`src/hdl/acps_pkg.sv`:
```
// Shared types and constants of the adaptive cruise PID step unit.
// Fixed-point formats, register indexes, drive modes, datapath commands.
// No dependencies.
`timescale 1ns / 1ps

package acps_pkg;

   localparam int FRAC_BITS = 16;

   localparam int VAL_W        = 31;
   localparam int DIST_W       = 8;
   localparam int MODE_W       = 3;
   localparam int MARGIN_W     = FRAC_BITS + 5;
   localparam int MARGIN_OUT_W = 20;
   localparam int NUM_W        = DIST_W + 2 * FRAC_BITS;
   localparam int DIV_CNT_W    = $clog2(NUM_W + 1);
   localparam int RAD_W        = 64;
   localparam int ROOT_W       = 32;
   localparam int MUL_A_W      = VAL_W + 2;
   localparam int MUL_B_W      = VAL_W + 2;
   localparam int PROD_W       = MUL_A_W + 1 + MUL_B_W;
   localparam int ACC_W        = PROD_W - FRAC_BITS + 2;
   localparam int T_W          = VAL_W + 3;
   localparam int NV_W         = VAL_W + 3;
   localparam int TDATA_IN_W   = 8;
   localparam int TDATA_OUT_W  = 120;

   localparam longint ONE_Q       = 64'sd1 <<< FRAC_BITS;
   localparam longint HALF_Q      = ONE_Q / 2;
   localparam longint TEN_Q       = 10 * ONE_Q;
   localparam longint HUNDREDTH_Q = (ONE_Q + 50) / 100;
   localparam longint K2_Q        = 2 * ONE_Q;
   localparam longint K27_Q       = (27 * ONE_Q + 5) / 10;
   localparam longint INT32_MAX   = 64'sd2147483647;
   localparam longint INT32_MIN   = -64'sd2147483648;

   localparam int NO_ECHO_DIST = 250;
   localparam int DIST_LIMIT   = 10;

   localparam int NUM_REGS   = 8;
   localparam int CSR_ADDR_W = $clog2(NUM_REGS);

   localparam int REG_DESIRED    = 0;
   localparam int REG_MINIMUM    = 1;
   localparam int REG_SAFETY_GAP = 2;
   localparam int REG_GAIN_P     = 3;
   localparam int REG_GAIN_I     = 4;
   localparam int REG_GAIN_D     = 5;
   localparam int REG_RESUME     = 6;
   localparam int REG_OUT_MAX    = 7;

   localparam logic [VAL_W-1:0] CSR_RESET [NUM_REGS] = '{
      31'd1337983, 31'd79954, 31'd58982, 31'd6554,
      31'd6554, 31'd6554, 31'd262144, 31'd13107200
   };

   typedef enum logic [MODE_W-1:0] {
      MODE_STANDBY = 3'd0,
      MODE_RESUME  = 3'd1,
      MODE_CRUISE  = 3'd2,
      MODE_FOLLOW  = 3'd3,
      MODE_STOP    = 3'd4
   } mode_type;

   typedef enum logic [4:0] {
      OP_NONE,
      OP_LOAD,
      OP_DIV_START,
      OP_GAP,
      OP_SQ1_START,
      OP_MARGIN,
      OP_MODE,
      OP_MUL_VV,
      OP_MUL_KT,
      OP_SQ2_START,
      OP_ERR,
      OP_MUL_HI,
      OP_MUL_P,
      OP_MUL_I,
      OP_MUL_D,
      OP_SUM,
      OP_PID,
      OP_FINISH
   } op_type;

   typedef struct packed {
      op_type op;
   } cmd_type;

   typedef struct packed {
      logic div_busy;
      logic div_done;
      logic sqrt_busy;
      logic sqrt_done;
      logic pid_needed;
      logic rsp_free;
   } status_type;

endpackage

```
`src/hdl/acps_ctrl.sv`:
```
// Controller state machine: sequences the datapath through one step.
// Depends on acps_pkg.
`timescale 1ns / 1ps

module acps_ctrl (
   input  logic                 clock,
   input  logic                 reset,
   input  logic                 req_tvalid,
   output logic                 req_tready,
   input  acps_pkg::status_type status,
   output acps_pkg::cmd_type    cmd
);
   import acps_pkg::*;

   typedef enum logic [16:0] {
      ST_IDLE     = 17'h00001,
      ST_DIV      = 17'h00002,
      ST_DIV_WAIT = 17'h00004,
      ST_SQ1      = 17'h00008,
      ST_SQ1_WAIT = 17'h00010,
      ST_MODE     = 17'h00020,
      ST_MUL_VV   = 17'h00040,
      ST_MUL_KT   = 17'h00080,
      ST_SQ2      = 17'h00100,
      ST_SQ2_WAIT = 17'h00200,
      ST_MUL_HI   = 17'h00400,
      ST_MUL_P    = 17'h00800,
      ST_MUL_I    = 17'h01000,
      ST_MUL_D    = 17'h02000,
      ST_SUM      = 17'h04000,
      ST_PID      = 17'h08000,
      ST_FINISH   = 17'h10000
   } state_type;

   state_type state_ff, state_in;

   always_comb begin
      state_in = state_ff;
      cmd.op   = OP_NONE;
      case (state_ff)
         ST_IDLE: begin
            cmd.op = OP_LOAD;
            if (req_tvalid) state_in = ST_DIV;
         end
         ST_DIV: begin
            cmd.op   = OP_DIV_START;
            state_in = ST_DIV_WAIT;
         end
         ST_DIV_WAIT: begin
            cmd.op = OP_GAP;
            if (status.div_done) state_in = ST_SQ1;
         end
         ST_SQ1: begin
            cmd.op   = OP_SQ1_START;
            state_in = ST_SQ1_WAIT;
         end
         ST_SQ1_WAIT: begin
            cmd.op = OP_MARGIN;
            if (status.sqrt_done) state_in = ST_MODE;
         end
         ST_MODE: begin
            cmd.op   = OP_MODE;
            state_in = ST_MUL_VV;
         end
         ST_MUL_VV: begin
            // skip the PID in resume and cruise
            cmd.op   = OP_MUL_VV;
            state_in = status.pid_needed ? ST_MUL_KT : ST_FINISH;
         end
         ST_MUL_KT: begin
            cmd.op   = OP_MUL_KT;
            state_in = ST_SQ2;
         end
         ST_SQ2: begin
            cmd.op   = OP_SQ2_START;
            state_in = ST_SQ2_WAIT;
         end
         ST_SQ2_WAIT: begin
            cmd.op = OP_ERR;
            if (status.sqrt_done) state_in = ST_MUL_HI;
         end
         ST_MUL_HI: begin
            cmd.op   = OP_MUL_HI;
            state_in = ST_MUL_P;
         end
         ST_MUL_P: begin
            cmd.op   = OP_MUL_P;
            state_in = ST_MUL_I;
         end
         ST_MUL_I: begin
            cmd.op   = OP_MUL_I;
            state_in = ST_MUL_D;
         end
         ST_MUL_D: begin
            cmd.op   = OP_MUL_D;
            state_in = ST_SUM;
         end
         ST_SUM: begin
            cmd.op   = OP_SUM;
            state_in = ST_PID;
         end
         ST_PID: begin
            cmd.op   = OP_PID;
            state_in = ST_FINISH;
         end
         ST_FINISH: begin
            cmd.op = OP_FINISH;
            if (status.rsp_free) state_in = ST_IDLE;
         end
         default: begin
            state_in = ST_IDLE;
         end
      endcase
   end

   always_ff @(posedge clock) begin
      if (reset) begin
         state_ff <= ST_IDLE;
      end else begin
         state_ff <= state_in;
      end
   end

   assign req_tready = (state_ff == ST_IDLE);

endmodule

```
`config.mk`:
```
export PLATFORM = sky130hd
export DESIGN_NAME = acps_ctrl
export DESIGN_NICKNAME = d
export VERILOG_FILES = /design/src/hdl/acps_pkg.sv /design/src/hdl/acps_ctrl.sv
export SDC_FILE = /design/constraint.sdc
export NUM_CORES = 1
export LEC_CHECK = 0
export BUFFER_PORTS_ARGS = -buffer_cell sky130_fd_sc_hd__buf_4
export CAP_MARGIN = 15
export CELL_PAD_IN_SITES_DETAIL_PLACEMENT = 1
export CELL_PAD_IN_SITES_GLOBAL_PLACEMENT = 1
export CORE_MARGIN = 4
export CORE_UTILIZATION = 39
export CTS_BUF_LIST = sky130_fd_sc_hd__clkbuf_2
export CTS_CLUSTER_SIZE = 30
export DETAILED_ROUTE_END_ITERATION = 12
export GPL_ROUTABILITY_DRIVEN = 1
export PLACE_DENSITY_LB_ADDON = 0.05
export SYNTH_ARGS = -nofsm -noshare
export SYNTH_HDL_FRONTEND = slang
export SYNTH_SLANG_ARGS = --single-unit
```
`constraint.sdc`:
```
create_clock -name clock -period 2.09 [get_ports clock]
set_clock_uncertainty 0.2 [all_clocks]
set_input_delay 0.209 -clock clock [delete_from_list [all_inputs] [get_ports clock]]
set_output_delay 0.209 -clock clock [all_outputs]
set_load 0.01 [all_outputs]
```
# ---- After elaboration in Yosys (flattened, before gate mapping)
# Index checks and enable logic that the tools add are counted.
# W data, S select, Z words.
dict set report totals {
  reg_bits 17
  output_inout_bits 6
  inputBits 9
}
dict set report op_classes {
  n_reduce_logical 1
  mux 8
  eq_ne 22
}
# op n
set ops {}
lappend ops {{$pmux W17 S17} 1}
lappend ops {{$mux W17} 6}
lappend ops {{$pmux W5 S17} 1}
lappend ops {{$eq A17 B1 Y1 const B} 1}
lappend ops {{$eq A17 B10 Y1 const B} 1}
lappend ops {{$eq A17 B11 Y1 const B} 1}
lappend ops {{$eq A17 B12 Y1 const B} 1}
lappend ops {{$eq A17 B13 Y1 const B} 1}
lappend ops {{$eq A17 B14 Y1 const B} 1}
lappend ops {{$eq A17 B15 Y1 const B} 1}
lappend ops {{$eq A17 B16 Y1 const B} 1}
lappend ops {{$eq A17 B17 Y1 const B} 1}
lappend ops {{$eq A17 B2 Y1 const B} 1}
lappend ops {{$eq A17 B3 Y1 const B} 1}
lappend ops {{$eq A17 B4 Y1 const B} 1}
lappend ops {{$eq A17 B5 Y1 const B} 1}
lappend ops {{$eq A17 B6 Y1 const B} 1}
lappend ops {{$eq A17 B7 Y1 const B} 1}
lappend ops {{$eq A17 B8 Y1 const B} 1}
lappend ops {{$eq A17 B9 Y1 const B} 1}
lappend ops {{$ne A2 B2 Y1 const B} 5}
lappend ops {{$reduce_and A5 Y1} 1}

# ---- Depth between registers and ports, before layout
dict set report logic_depth {
  ltp_word 3
  mapped_depth 7
  mapped_depth_nobuf 6
}

# ---- Worst setup path after synthesis
# OpenSTA, ideal clock, no wires.
dict set report synth_path {
  kind {register to output}
  startpoint {register state_ff[4]}
  endpoint {output port cmd[1] (netlist bit)}
  n_path_buf 0
  arrival_ps 1710
  path_stages_with_launch 6
  slack_ps -29
  path_cell_list {dfxtp_1 -> nor4_4 -> nand4_1 -> or3b_2 -> and4b_1 -> o2111ai_1}
}
# element line
set synth_rtl {}
lappend synth_rtl {{start: declaration} acps_ctrl.sv:35} ;# state_type state_ff, state_in;
lappend synth_rtl {{start signal: assignment} acps_ctrl.sv:120} ;# state_ff <= state_in;
lappend synth_rtl {{end: declaration} acps_ctrl.sv:11} ;# output acps_pkg::cmd_type cmd

==> flow_summary.toml <==
[sta]
final_number_of_hold_violating_endpoints = 0
fin_crit_sh_pct = 134
worst_pin_slew_ps = 367
worst_slew_margin_rel_pct = 75.3
drv_slew = 0
post-route-min-period_ps = 2790
grt_setup_unrepaired = "yes"
final-setup-viol-count = 22
post-route-worst-setup-slack_ps = -700
max_freq_mhz = 358
worst_case_hold_slack_ps = 111

[final_layout]
layout.filler_cells = 239
combined_area_of_the_multi_input_logic_cells_sq_um = 861
design.final.nets = 194
top_register = "state_ff"
post-route-cell-area_sq_mm = 0.00190
area.growth.synth_to_final_pct = 81.9
biggestRegsByFlops = "state_ff x17"
largest_reg_flops = 17
final_cell_count_no_fill = 214
final-seq-area_sq_um = 370
num_antenna_cells = 0
drive_above_1_share_pct = 72.8

[power_and_ir_drop]
power_per_cell_area_mw_per_mm2 = 681
irDropWorstVdd_uv = 614
leakage_dissipation_nw = 0.771
report.power.total_w = 0.00129

[detailed_routing]
drt_iter0_drc = 63
drc = 0
drt.antenna.violating_nets = 0
detailedRoute.firstPassIterationCount = 4
detail_route.wl_per_cell_um = 26.4
num_vias = 1317
wirelength_mm = 5.66
viasPerCell = 6.15

[die]
initial_core_util_pct = 41.3
num_io_pins = 15
num_rows = 18
die_height_um = 59.7
fp.dieArea_sq_mm = 0.00356
die-width_um = 59.7
coreArea_sq_mm = 0.00252

[grt]
pin_count_of_the_biggest_net_entering_global_routing = 11
gr-usage-all-layers_pct = 28.8
global_route.overflow_total = 0
first_global_vias = 1394
antenna_violations_before_repair = 0
grt_first_pass_wirelength_mm = 7.45

[clock_network]
clk_latency_ps = 350
cts_made_buffers = 3
max-clock-path-buffers = 2
worst_setup_hold_path_clk_slew_ps = 220
clkSinkCount = 17
cts-htree-levels = 1
clockRootBuffer = "clkbuf_2"
cts_tree = "yes"

[synth]
synth_top_cell_area_share_pct = 32.7
yosys_most_used_dff = "dfxtp_1"
synth_seq_area_share_pct = 32.7
yosys.cell_count.top_type = "dfxtp_1"
syn_area_sq_mm = 0.00104
yosys-top-cells-count = "dfxtp_1, nor2_1, nor2_2"
yosys_register_bits = 17
synth_cell_type_count = 38
synth.avg_cell_area_sq_um = 9.22
yosys_warnings = 0
syn_nets = 122
synth.largest_area_cell = "dfxtp_1"
postSynth.asyncResetShare_pct = 0
synth-edff-count = 0
synth.area.top_cells = "dfxtp_1, nor4_4, nor2_2, or3b_1, nor2_1"
synth_cells = 113

[job]
timing.max_cap.violations = 0

[critical_path]
crit_required_ps = 1680
critPathMaxFanout = 3
critical_path.endpoint_type = "output port"
worst_setup_path_start_kind = "flip-flop"
worstPathArrival_ps = 2380
criticalPathCategory = "reg2out"

[placement]
globalplace.congestion = 0.837
dpl_worst_slack_ps = -194
numPlacedInstances = 198
io_buffers = 12
place_hpwl_mm = 2.71
placement.cell_area_sq_mm = 0.00152

[run_status]
failed_checks = "negative setup slack"
status = "complete, but fails checks"

[worst_hold_path]
hold_path.class = "in2reg"
[metrics by stage]
| step | utilization, % | TNS [ps] |
|---|---|---|
| floorplan | - | 0 |
| global placement | 60.1 | -1640 |
| detailed placement | 60.1 | -2380 |
| CTS | 70.5 | -3860 |
| global route | 75.1 | -9620 |
| finish | 75.1 | -7370 |
[worst paths after layout]
| check | endpoint | cells after the start | slack [ps] | startpoint |
|---|---|---|---|---|
| max | cmd[1] | 7 | -700 | state_ff[14]$_SDFFE_PP0P_ |
| min reg2reg | state_ff[6]$_SDFFE_PP0P_ | 2 | 400 | state_ff[6]$_SDFFE_PP0P_ |
| max reg2reg | state_ff[11]$_SDFFE_PP0P_ | 12 | -370 | state_ff[4]$_SDFFE_PP0P_ |
| min | state_ff[16]$_SDFFE_PP0P_ | 4 | 110 | status[0] |
[where the power goes]
part	leakage (nW)	total (W)	switching [W]	internal (W)
Combinational	0.608	0.000746	0.000371	0.000375
Clock	0.0164	0.000182	0.000139	0.0000433
Sequential	0.146	0.000363	0.0000279	0.000335
Total	0.771	0.00129	0.000537	0.000753
[area by class of cell]
class                           instances  area share, %
Inverter                                4          0.792
Clock inverter                          1          0.264
Clock buffer                            3          0.792
Sequential cell                        17           19.5
Multi-Input combinational cell         91           45.4
Tap cell                               30           1.98
Timing Repair Buffer                   68           31.2
[metal layers]
metal	vias up	track usage (%)	share of wire, %
met4	0	7.28	5.9
met2	86	52.2	48
li1	573	-	-
met3	30	3.89	6.9
met1	628	35.4	39
met5	-	0	0
[worst max-delay path, cell delays in order, from the launching register on]
cell       delay, ps
dfxtp_2          380
buf_4            150
nor4_1           300
nand4_1          210
or3b_4           430
and4b_2          310
o2111ai_2         90
buf_4            160
[cell usage in the layout (no fill, tap or decap), types with 3 or more instances in the layout]
cell and n:
dfxtp_2 9, nor2_2 11, nand2_1 4, or2_2 3, dlygate4sd3_1 3, inv_1 4
or3b_4 5, buf_6 13, nor3b_1 3, dfxtp_1 3, nor3_1 3, buf_4 50
nor4_4 6, dfxtp_4 5, nand4_1 6, clkbuf_2 3, nor2_1 7
[cells by family (layout without fill, tap and decap cells)]
| kind of cell | count (synthesis) | in the layout | synth area share (%) |
|---|---|---|---|
| mux | 1 | 1 | 1.08 |
| buf+inv | 5 | 76 | 2.88 |
| flops | 17 | 17 | 32.7 |
| simple gates | 78 | 78 | 54.7 |
| xor+xnor | 2 | 2 | 1.68 |
| compound gates | 10 | 10 | 6.96 |
[timing repair]
action                                  CTS  global route
hold buffers                              3             0
gates cloned                              0             0
endpoints found under the setup margin   22            23
gates resized for setup                  46            24
endpoints found under the hold margin     6             0
setup buffers                            11             7
pin swaps                                22            12
Power figures use the tool's default switching activity.
